`config.mk`:
```
export PLATFORM = sky130hd
export DESIGN_NAME = ism_ram
export DESIGN_NICKNAME = d
export VERILOG_FILES = /design/src/design/integer_stack_machine_top_macros.svh /design/src/design/ism_ram.sv
export SDC_FILE = /design/constraint.sdc
export NUM_CORES = 2
export LEC_CHECK = 0
export ABC_AREA = 1
export BUFFER_PORTS_ARGS = -buffer_cell sky130_fd_sc_hd__buf_2
export CAP_MARGIN = 10
export CELL_PAD_IN_SITES_DETAIL_PLACEMENT = 1
export CELL_PAD_IN_SITES_GLOBAL_PLACEMENT = 2
export CORE_MARGIN = 1
export CORE_UTILIZATION = 35
export CTS_BUF_LIST = sky130_fd_sc_hd__clkbuf_8
export DETAILED_ROUTE_END_ITERATION = 12
export HOLD_SLACK_MARGIN = 0.08
export PLACE_DENSITY = 0.67
export SLEW_MARGIN = 20
export SYNTH_ARGS = -nofsm -noshare
export SYNTH_HDL_FRONTEND = slang
export SYNTH_SLANG_ARGS = --single-unit
```
`constraint.sdc`:
```
create_clock -name clk -period 18.2 [get_ports clk]
set_clock_uncertainty 0.05 [all_clocks]
set_input_delay 3.64 -clock clk [delete_from_list [all_inputs] [get_ports clk]]
set_output_delay 3.64 -clock clk [all_outputs]
set_load 0.01 [all_outputs]
```
`src/design/integer_stack_machine_top_macros.svh`:
```
// Assertion shorthands for the stack machine; clock clk, reset arst_n.
`ifndef INTEGER_STACK_MACHINE_TOP_MACROS_SVH
`define INTEGER_STACK_MACHINE_TOP_MACROS_SVH

// Same-cycle implication, checked outside reset.
`define ISM_ASSERT_NOW(label, ante, cons, msg) \
	label: assert property (@(posedge clk) disable iff (!arst_n) (ante) |-> (cons)) \
		else $error(msg);

// Next-cycle implication, checked outside reset.
`define ISM_ASSERT_NEXT(label, ante, cons, msg) \
	label: assert property (@(posedge clk) disable iff (!arst_n) (ante) |=> (cons)) \
		else $error(msg);

`endif

```
`src/design/ism_ram.sv`:
```
`default_nettype none

module ism_ram #(
	parameter int WIDTH = 64,
	parameter int DEPTH = 64
) (
	input  wire logic                     clk,
	input  wire logic                     wr_en,
	input  wire logic [$clog2(DEPTH)-1:0] wr_addr,
	input  wire logic [WIDTH-1:0]         wr_data,
	input  wire logic                     rd_en,
	input  wire logic [$clog2(DEPTH)-1:0] rd_addr,
	output logic      [WIDTH-1:0]         rd_data
);

	logic [WIDTH-1:0] mem_q [DEPTH];

	// One write port and one registered read port.
	always_ff @(posedge clk) begin
		if (wr_en) begin
			mem_q[wr_addr] <= wr_data;
		end
		if (rd_en) begin
			rd_data <= mem_q[rd_addr];
		end
	end

endmodule

`default_nettype wire

```
==> flow_metrics.tcl <==
set metrics [dict create \
    worst_ep_required_time_ns 19.27 \
    via_per_inst 5.59 \
    layout-drive-gt1-share_pct 9.12 \
    grt_overflow 0 \
    seq_area_frac_synth_pct 75.3 \
    r2r_start "mem_q[18][36]" \
    worst_pin_slew_ns 1.18 \
    power_frac_comb_pct 6.0 \
    synth_warnings 0 \
    grt.total_usage_pct 25.5 \
    ant_nets 0 \
    intPower_mw 14.7 \
    grt_pass1_wl_mm 875 \
    final_cells 20400 \
    clock_path_buffers 4 \
    synth_xor_area_share_pct 0 \
    finalHoldViolations 0 \
    dieHeight_microns 691 \
    final_nets 13700 \
    drc 0 \
    synth_fp_nets 13500 \
    max_freq_ghz 0.124 \
    maxSlewViolCount 0 \
    rows 252 \
    holdPathStages 8 \
    syn_area_per_cell_sq_um 12.4 \
    cts_tree "built" \
    p_leak_nw 64.7 \
    ir_drop_mv 0.0723 \
    cts_made_buffers 696 \
    fin_crit_sh_pct 44.4 \
    grt_util_met1_pct 34.8 \
    finalSetupTns_ns 0 \
    met2_usage_pct 41.9 \
    synth.area.mux_share_pct 0 \
    layout_min_cycle_time_ns 8.09 \
    drtPass1Iterations 6 \
    p_per_area_nw_per_um2 106 \
    status "complete, no violations" \
    cts_sinks 4160 \
    core-area_sq_um 472000 \
    synth_top_family_by_area "simple AND/OR/NAND/NOR gates" \
    synth_cell_types 15 \
    n_fill_cell 49900 \
    critical_path.max_fanout 88 \
    maxCapViolations 0 \
    cts_resized 0 \
    holdBufCountCts 0 \
    rsz0062_at_grt "false" \
    pin_count 143 \
    ys_ff_latch 4160 \
    cts_setup_buffers 0 \
    antenna_found_initial 69 \
    htree_levels 6 \
    critPathKind "in2reg" \
    slew_headroom_pct 21.1 \
    arrival_ns 9.16 \
    synth_fa_ha_area_share_pct 0 \
    clock_tree.root_cell "clkbuf_8" \
    grtUsageMet3_pct 3.67 \
    io_buffers 142 \
    startpoint "rd_addr[0]" \
    p_sw_mw 4.85 \
    syn_inst 13400 \
    drt_iter0_drc 12100 \
    min_from "mem_q[8][63]" \
    start_util_pct 35.2 \
    clockPowerShare_pct 39.4 \
    synth_simple_gate_area_share_pct 21.8 \
    hold_path_class "reg2reg" \
    insertion_delay_ns 1.30 \
    synth_compound_area_share_pct 0 \
    setup_viol 0 \
    avgRoutedWirePerCell_microns 30.6 \
    place_congestion 0.776 \
    worst_setup_path_end_kind "flop" \
    place_inst 19100 \
    start_kind "input port" \
    rr_worst_depth 8 \
    netlist_area_sq_um 166000 \
    top_usage_layer "met2" \
    dieArea_sq_um 477000 \
    sw_frac_of_total_pct 24.8 \
    routed_wl_mm 625 \
    dp_hpwl_mm 301 \
    syn_to_final_growth_pct 11.6 \
    path_clk_slew_ns 0.06 \
    die_w_microns 691 \
    grt_max_degree 211 \
    via_count 114000 \
    grt_pass1_vias 116000 \
    pwr-share-seq_pct 54.6 \
]
-- power by group through the flow --
stage / Clock [mW] / Sequential [mW] / Combinational, mW
floorplan: 0 / 10.9 / 0.655
global placement: 0 / 10.9 / 1.15
detailed placement: 0 / 10.9 / 1.18
CTS: 7.85 / 10.7 / 1.18
global route: 8.22 / 10.7 / 1.28
finish: 7.70 / 10.7 / 1.18
-- final cells by class --
| class | count | area [sq um] | share of cell area, % |
|---|---|---|---|
| Tap cell | 6223 | 7790 | 4.20 |
| Antenna cell | 31 | 77.6 | 0.0419 |
| Inverter | 12 | 105 | 0.0568 |
| Timing Repair Buffer | 392 | 3250 | 1.76 |
| Multi-Input combinational cell | 8336 | 36600 | 19.8 |
| Clock buffer | 714 | 9830 | 5.31 |
| Clock inverter | 518 | 2600 | 1.40 |
| Sequential cell | 4160 | 125000 | 67.5 |
-- cells by family (layout without fill, tap and decap cells) --
kind of cell | after synthesis | after routing
buf+inv | 909 | 1636
other cells | 0 | 31
simple gates | 8336 | 8336
flops | 4160 | 4160
-- critical path, stage by stage --
cell	delay [ns]
buf_12	0.23
buf_4	0.60
buf_4	0.75
buf_4	0.86
buf_4	0.91
buf_4	0.92
nand2_1	0.15
nand3_1	0.14
nand3_1	0.12
nand3_1	0.13
nand3_1	0.11
nand2_1	0.11
nand2_1	0.05
nand2_1	0.11
-- path summary, 6_finish.rpt --
path / to / slack (ns)
worst max-delay path: rd_data[8] / 10.11
worst min-delay path: rd_data[63] / 0.83
worst max register to register: rd_data[36] / 16.36
worst min register to register: rd_data[63] / 0.83
-- cell usage in the layout, fill, tap and decap left out, drive strengths merged --
cell type,n
nand2,4416
edfxtp,4160
nand3,3847
clkbuf,714
buf,392
inv,256
clkinv,238
nor2,56
diode,31
clkinvlp,24
bufinv,12
nand4,9
nor4,8
-- metrics by stage --
stage	power, mW	utilization, %	instance area (sq um)	hold WS [ns]	worst slack, ns
global placement	12.0	36.6	172000	0.797	9.06
global route	20.2	39.2	185000	0.914	9.90
floorplan	11.5	-	166000	0.747	7.23
finish	19.6	39.3	185000	0.831	10.11
CTS	19.7	39.2	185000	0.836	10.33
detailed placement	12.1	36.6	173000	0.816	8.94
-- cells in the mapped netlist, drive strengths merged --
library cell	number	area (sq um)
buf	750	4280
nand4	9	56.3
inv	12	50.1
nand3	3847	19300
nand2	4416	16600
edfxtp	4160	125000
nor2	56	210
nor4	8	50.1
clkbuf	147	552
-- flip-flops by register name, summed over array words and instances (netlist names) --
register	count
mem_q	4096
rd_data	64
-- metal layers --
layer / wire (microns) / vias up
li1: - / 48400
met1: 268000 / 60400
met2: 293000 / 4210
met3: 41300 / 1044
met4: 21400 / 18
met5: 123 / -
Power figures use the tool's default switching activity.
